<file path="src/sv/tekd_pkg.sv">
package tekd_pkg;

  localparam int MAX_SEQ_LEN = 16;
  localparam int LEN_W = $clog2(MAX_SEQ_LEN + 1);
  localparam int KEEP_BYTES = 4;

  localparam logic [7:0] CHR_ESC = 8'd27;
  localparam logic [7:0] CHR_LBRACKET = 8'h5B;
  localparam logic [7:0] CHR_TILDE = 8'h7E;
  localparam logic [7:0] CHR_UP = 8'h41;
  localparam logic [7:0] CHR_DOWN = 8'h42;
  localparam logic [7:0] CHR_RIGHT = 8'h43;
  localparam logic [7:0] CHR_LEFT = 8'h44;
  localparam logic [7:0] CHR_FIVE = 8'h35;
  localparam logic [7:0] CHR_SIX = 8'h36;
  localparam logic [7:0] PRINT_LO = 8'd32;
  localparam logic [7:0] PRINT_HI = 8'd127;
  localparam logic [7:0] CTRL_LO = 8'd1;
  localparam logic [7:0] CTRL_HI = 8'd26;
  localparam logic [7:0] INTER_LO = 8'h20;
  localparam logic [7:0] INTER_HI = 8'h2F;
  localparam logic [7:0] PARAM_LO = 8'h30;
  localparam logic [7:0] PARAM_HI = 8'h3F;

  localparam logic [2:0] KC_NONE = 3'd0;
  localparam logic [2:0] KC_UP = 3'd1;
  localparam logic [2:0] KC_DOWN = 3'd2;
  localparam logic [2:0] KC_RIGHT = 3'd3;
  localparam logic [2:0] KC_LEFT = 3'd4;
  localparam logic [2:0] KC_PGUP = 3'd5;
  localparam logic [2:0] KC_PGDN = 3'd6;

  typedef enum logic [1:0] {
    ST_DEFAULT = 2'd0,
    ST_ESC = 2'd1,
    ST_PARAM = 2'd2,
    ST_INTER = 2'd3
  } parse_state_t;

  typedef logic [KEEP_BYTES-1:0][7:0] seq_bytes_t;

  typedef struct packed {
    logic [2:0] key_code;
    logic [6:0] char_code;
    logic       pressed;
  } keystroke_t;

endpackage

</file>
<file path="src/sv/tekd_decode.sv">
module tekd_decode (
  input  tekd_pkg::seq_bytes_t seq_bytes,
  output tekd_pkg::keystroke_t keystroke
);
  import tekd_pkg::*;

  logic [7:0] b0, b1, b2, b3;

  assign b0 = seq_bytes[0];
  assign b1 = seq_bytes[1];
  assign b2 = seq_bytes[2];
  assign b3 = seq_bytes[3];

  always_comb begin
    keystroke = '0;
    if ((b0 >= PRINT_LO && b0 <= PRINT_HI) || (b0 >= CTRL_LO && b0 <= CTRL_HI)) begin
      keystroke.pressed = 1'b1;
      keystroke.char_code = b0[6:0];
    end else if (b0 == CHR_ESC && b1 == 8'd0) begin
      keystroke.pressed = 1'b1;
      keystroke.char_code = CHR_ESC[6:0];
    end else if (b0 == CHR_ESC && b1 == CHR_LBRACKET) begin
      keystroke.pressed = 1'b1;
      if (b2 == CHR_UP) begin
        keystroke.key_code = KC_UP;
      end else if (b2 == CHR_DOWN) begin
        keystroke.key_code = KC_DOWN;
      end else if (b2 == CHR_RIGHT) begin
        keystroke.key_code = KC_RIGHT;
      end else if (b2 == CHR_LEFT) begin
        keystroke.key_code = KC_LEFT;
      end else if (b2 == CHR_FIVE && b3 == CHR_TILDE) begin
        keystroke.key_code = KC_PGUP;
      end else if (b2 == CHR_SIX && b3 == CHR_TILDE) begin
        keystroke.key_code = KC_PGDN;
      end else begin
        keystroke.key_code = KC_NONE;
      end
    end
  end

endmodule

</file>
<file path="src/sv/terminal_escape_key_decoder_unit.sv">
// Channel   Direction  Payload
// s_axis    in         tdata: data_byte; tuser: action (1 = end of input or timeout)
// m_axis    out        tdata: pressed, char_code, key_code (from bit 0 up)
//
// One item per cycle unless the result stalls: an item enters the input register; from there
// its sequence state is updated and, if it ends a sequence, its key decode lands in the result register.
// The result is valid once its item has passed the input register and then the result register.
// Reset clears the parse state, the held bytes and both valid flags.
// A stalled result holds the stage; one more item then waits in the input register.
module terminal_escape_key_decoder_unit (
  input  logic        clk,
  input  logic        rst,
  input  logic        s_axis_tvalid,
  output logic        s_axis_tready,
  input  logic [7:0]  s_axis_tdata,   // [7:0] data_byte
  input  logic        s_axis_tuser,   // [0] action
  output logic        m_axis_tvalid,
  input  logic        m_axis_tready,
  output logic [15:0] m_axis_tdata    // [0] pressed, [7:1] char_code, [10:8] key_code
);
  import tekd_pkg::*;

  logic             in_valid;
  logic             in_action;
  logic [7:0]       in_byte;
  logic             out_valid;
  keystroke_t       out_event;

  parse_state_t     parse_state, parse_state_next;
  logic [LEN_W-1:0] seq_length, seq_length_next;
  seq_bytes_t       seq_bytes, seq_bytes_next;
  seq_bytes_t       dec_bytes;
  keystroke_t       dec_event;

  logic             advance;
  logic             emit;
  logic             seq_done;
  logic             in_inter;
  logic [LEN_W-1:0] length_inc;

  assign advance = in_valid && (!out_valid || m_axis_tready);
  assign s_axis_tready = !in_valid || advance;
  assign length_inc = seq_length + LEN_W'(1);
  assign in_inter = (in_byte >= INTER_LO) && (in_byte <= INTER_HI);

  always_comb begin
    parse_state_next = parse_state;
    seq_done = 1'b0;
    unique case (parse_state)
      ST_DEFAULT: begin
        if (in_byte == CHR_ESC) parse_state_next = ST_ESC;
        else seq_done = 1'b1;
      end
      ST_ESC: begin
        if (in_byte == CHR_LBRACKET) parse_state_next = ST_PARAM;
        else seq_done = 1'b1;
      end
      ST_PARAM: begin
        if (!(in_byte >= PARAM_LO && in_byte <= PARAM_HI)) begin
          parse_state_next = ST_INTER;
          seq_done = !in_inter;
        end
      end
      ST_INTER: begin
        seq_done = !in_inter;
      end
      default: begin
        seq_done = 1'b1;
      end
    endcase
    if (length_inc >= LEN_W'(MAX_SEQ_LEN)) seq_done = 1'b1;
  end

  always_comb begin
    dec_bytes = seq_bytes;
    emit = 1'b0;
    if (in_action) begin
      emit = (seq_length != '0);
    end else begin
      if (seq_length < LEN_W'(KEEP_BYTES)) dec_bytes[seq_length[1:0]] = in_byte;
      emit = seq_done;
    end
    if (emit) begin
      seq_bytes_next = '0;
      seq_length_next = '0;
    end else if (in_action) begin
      seq_bytes_next = seq_bytes;
      seq_length_next = seq_length;
    end else begin
      seq_bytes_next = dec_bytes;
      seq_length_next = length_inc;
    end
  end

  tekd_decode u_decode (
    .seq_bytes (dec_bytes),
    .keystroke (dec_event)
  );

  always_ff @(posedge clk) begin
    if (rst) begin
      in_valid <= 1'b0;
      out_valid <= 1'b0;
      parse_state <= ST_DEFAULT;
      seq_length <= '0;
      seq_bytes <= '0;
    end else begin
      if (s_axis_tready) in_valid <= s_axis_tvalid;
      if (advance) begin
        out_valid <= emit;
        seq_length <= seq_length_next;
        seq_bytes <= seq_bytes_next;
        if (emit) parse_state <= ST_DEFAULT;
        else if (!in_action) parse_state <= parse_state_next;
      end else if (m_axis_tready) begin
        out_valid <= 1'b0;
      end
    end
  end

  always_ff @(posedge clk) begin
    if (s_axis_tready && s_axis_tvalid) begin
      in_action <= s_axis_tuser;
      in_byte <= s_axis_tdata;
    end
    if (advance && emit) out_event <= dec_event;
  end

  assign m_axis_tvalid = out_valid;
  assign m_axis_tdata = {5'd0, out_event};

`ifndef SYNTHESIS
  a_idle_state: assert property (@(posedge clk) disable iff (rst)
    (seq_length == '0) |-> (parse_state == ST_DEFAULT))
    else $error("parse state left default with no bytes held");

  a_len_limit: assert property (@(posedge clk) disable iff (rst)
    seq_length < LEN_W'(MAX_SEQ_LEN))
    else $error("sequence length reached the limit without ending");

  a_clear_after_emit: assert property (@(posedge clk) disable iff (rst)
    (advance && emit) |=> (seq_length == '0 && parse_state == ST_DEFAULT))
    else $error("sequence not cleared after a result");

  a_arrow_fields: assert property (@(posedge clk) disable iff (rst)
    (m_axis_tvalid && m_axis_tdata[10:8] != KC_NONE) |->
      (m_axis_tdata[0] && m_axis_tdata[7:1] == 7'd0))
    else $error("key code with inconsistent result fields");
`endif

endmodule

</file>
<file path="config.mk">
export PLATFORM = sky130hd
export DESIGN_NAME = terminal_escape_key_decoder_unit
export DESIGN_NICKNAME = d
export VERILOG_FILES = /design/src/sv/tekd_pkg.sv /design/src/sv/tekd_decode.sv /design/src/sv/terminal_escape_key_decoder_unit.sv
export SDC_FILE = /design/constraint.sdc
export NUM_CORES = 1
export LEC_CHECK = 0
export ABC_AREA = 1
export BUFFER_PORTS_ARGS = -buffer_cell sky130_fd_sc_hd__buf_2
export CAP_MARGIN = 15
export CORE_ASPECT_RATIO = 0.9
export CORE_MARGIN = 3
export CORE_UTILIZATION = 38
export DETAILED_ROUTE_END_ITERATION = 8
export GPL_ROUTABILITY_DRIVEN = 0
export SETUP_SLACK_MARGIN = 0.3
export SKIP_CTS_REPAIR_TIMING = 1
export SLEW_MARGIN = 20
export SYNTH_ARGS = -nofsm -noshare
export SYNTH_HDL_FRONTEND = slang
export SYNTH_SLANG_ARGS = --single-unit
</file>
<file path="constraint.sdc">
create_clock -name clk -period 5.3 [get_ports clk]
set_clock_uncertainty 0.1 [all_clocks]
set_input_delay 0.795 -clock clk [delete_from_list [all_inputs] [get_ports clk]]
set_output_delay 0.795 -clock clk [all_outputs]
set_load 0.1 [all_outputs]
</file>
==> run_results.csv <==
group,metric,value,unit
run_status,status,"complete, no violations",
floorplanning,rows,32,
critical_path,rrSetupSlack,2.29,ns
drt,vias,3016,
cells_and_area,multi_input_comb_area,0.001663,mm2
drt,routed_wl,8038,um
critical_path,reg2reg_from,"seq_length[1]",
clocking,htree_levels,3,
timing,hold_viol_final,0,
hold_path,hold_class,"reg -> reg",
global_routing,grt_pass1_vias,2658,
cells_and_area,fill_cells,944,
critical_path,path_max_fanout,37,
clocking,cts_tree,"yes",
power,clock_power_share,0.363,
timing,worst_pin_slew,0.7247,ns
critical_path,crit_required,5.19,ns
critical_path,path_delay_family,"buffers and inverters",
logic_synthesis,synth_edf_count,20,
power,p_sw,317.3,uW
critical_path,arrival,2.90,ns
critical_path,crit_start,"seq_length[1]",
clocking,cts_buffers,9,
cells_and_area,seqCellArea,0.001421,mm2
global_routing,grt_antenna_before_repair,0,
cells_and_area,insertedDiodeCount,0,
power,p_comb_frac,0.153,
cells_and_area,drive_gt1_frac,0.1181,
power,power_frac_seq,0.485,
critical_path,cp_cell_sequence,"inv_1, ha_1, nand4_1, nand2_1, buf_4, inv_2, nand2_1, inv_1",
clocking,cts_buffer_depth,2,
power,p_per_area,273.2,mW/mm2
logic_synthesis,synth_warnings,0,
drt,drc,0,
critical_path,reg2reg_depth,8,
timing,period_share,0.5684,
cells_and_area,area_growth_syn_to_layout,9.939,%
timing,worst_slew_margin_rel,0.5169,
critical_path,crit_path_max_incr_delay,0.55,ns
job,maxCapViolCount,0,
drt,routed_via_density,4.810,
cells_and_area,final_nets,524,
clocking,cts_sinks,61,
placement,port_buffers,25,
global_routing,grt_pass1_wl,12880,um
critical_path,critical_path_buf_inv_count,4,
global_routing,grt_usage,0.1559,
logic_synthesis,synth.area.top_cells,"dfxtp_1 (24%), edfxtp_1 (17%), nand2_1 (13%)",
logic_synthesis,yosysTopAreaCellShare,0.2362,
logic_synthesis,ys_types,30,
hold_path,min_from,"seq_bytes[25]",
logic_synthesis,ys_ff_latch,61,
clocking,clock_latency,0.34,ns
drt,first_pass_iters,4,
logic_synthesis,netlist_area,0.003475,mm2
hold_path,min_to,"seq_bytes[25]",
hold_path,min_path_cells,2,
timing,slew_viol_final,0,
global_routing,grt_max_degree,38,
drt,routedWlPerCell,12.82,um
clocking,cts-root-buf,"clkbuf_8",
power,finalPower,1.044,mW
critical_path,critPathSlowestCell,"inv_2",
timing,rsz0062_at_grt,"no",
floorplanning,die_x,106.8,um
critical_path,cp-end-kind,"flop",
timing,max_freq,0.3319,GHz
placement,hpwl,5532,um
logic_synthesis,netlist_instances,483,
power,p_int,726.4,uW
floorplanning,core,0.008728,mm2
critical_path,crit_type,"reg -> reg",
floorplanning,die_area,0.01033,mm2
critical_path,start_kind,"flop",
timing,post-route-min-period,3.013,ns
power,p_sw_frac,0.3040,
drt,antenna_left,0,
logic_synthesis,ys_seq_area_frac,0.4091,
logic_synthesis,yosys.area.top_type,"dfxtp_1",
logic_synthesis,postSynthAreaPerCell,7.194,um2
clocking,clk_pin_slew,0.07,ns
power,leakagePower,1.682,nW
floorplanning,ios,31,
floorplanning,start_util,0.3981,
global_routing,grt-ovfl-total,0,
logic_synthesis,synth_ff_type,"dfxtp_1",
floorplanning,die_h,96.72,um
power,peakVddDrop,205.9,uV
critical_path,r2r_end,"m_axis_tdata[8]",
logic_synthesis,synthArstFlopShare,0,
timing,setup_viol,0,
drt,first_iter_violations,213,
timing,fin_tns_setup,0,ns
==> cells in the mapped netlist, types with 2 or more instances <==
cell,count
a21oi_1,37
clkbuf_1,6
xor2_1,2
buf_6,3
nor2_1,49
inv_2,2
nor3_1,4
edfxtp_1,20
o21ai_2,2
nand2_1,122
nand2_2,2
nand3_1,54
nand4_1,5
nand4_2,2
buf_4,5
o21ai_0,15
inv_1,67
nor2_8,2
buf_2,7
dfxtp_1,41
o21ai_1,16
nand4_4,3
ha_1,8
nor2_2,3
==> state kept, by name (all words and copies together) (netlist names) <==
name and cells:
in_action 1, in_byte 8, in_valid 1, m_axis_tdata 11, m_axis_tvalid 1, parse_state 2
seq_bytes 32, seq_length 5
==> kinds of logic (layout without fill, tap and decap cells) <==
logic type | count (synthesis) | in the layout | synth area share
AO/OA/AOI/OAI | 70 | 70 | 0.1030
AND/OR/NAND/NOR | 250 | 250 | 0.3363
other | 1 | 5 | 0.001079
buffers and inverters | 91 | 112 | 0.1167
adder cells (fa/ha/maj) | 8 | 8 | 0.02881
XOR/XNOR | 2 | 2 | 0.005042
flip-flops | 61 | 61 | 0.4091
==> layout by cell type (no fill, tap or decap), types with 4 or more instances in the layout <==
master	synthesis	final
a21oi_1	37	37
buf_2	7	25
clkbuf_8	0	9
conb_1	1	5
dfxtp_1	41	41
edfxtp_1	20	20
ha_1	8	8
inv_1	67	67
nand2_1	122	122
nand3_1	54	54
nand4_1	5	5
nor2_1	49	49
nor3_1	4	4
o21ai_0	15	15
o21ai_1	16	16
==> power groups by stage <==
stage	clock network (mW)	registers [mW]	logic [mW]
CTS	0.392	0.506	0.160
global route	0.415	0.507	0.174
global placement	0	0.516	0.157
detailed placement	0	0.517	0.159
finish	0.378	0.506	0.159
floorplan	0	0.542	0.104
==> cell type report <==
cell class,count,area share
Inverter,70,0.07239
Clock inverter,4,0.005568
Clock buffer,12,0.04094
Sequential cell,61,0.3721
Tap cell,119,0.03898
Multi-Input combinational cell,335,0.4353
Timing Repair Buffer,26,0.03472
==> stage by stage <==
stage               std cells    util  hold slack, ns  cell area (um2)  worst slack [ns]
floorplan                 487       -          0.3422             3490             2.669
global placement          611  0.4173          0.3508             3642             2.131
detailed placement        611  0.4173          0.3554             3642             2.082
CTS                       627  0.4376          0.3664             3820             2.280
global route              627  0.4376          0.3777             3820             2.041
finish                    627  0.4376          0.3646             3820             2.287
==> metal layers <==
metal	share of wire	wire length (um)	track usage
met3	0.062	496	0.03269
met2	0.44	3538	0.2406
met5	0	0	0
met4	0.0098	79	0.04425
met1	0.49	3924	0.2206
==> tightest hold or removal path, delay by kind of cell, from the launching register on <==
| family | cells | cell delay (ns) |
|---|---|---|
| simple gates | 1 | 0.06 |
| flops | 1 | 0.31 |
| compound gates | 1 | 0.05 |
==> worst max path at each step <==
stage | to | slack, ns | cells after the start
floorplan | s_axis_tready | 2.67 | 3
global placement | m_axis_tdata[8] | 2.13 | 10
detailed placement | m_axis_tdata[9] | 2.08 | 10
CTS | m_axis_tdata[9] | 2.28 | 8
global route | m_axis_tdata[10] | 2.04 | 8
finish | m_axis_tdata[8] | 2.29 | 8
Note: power is estimated with default switching activity, not from simulation.
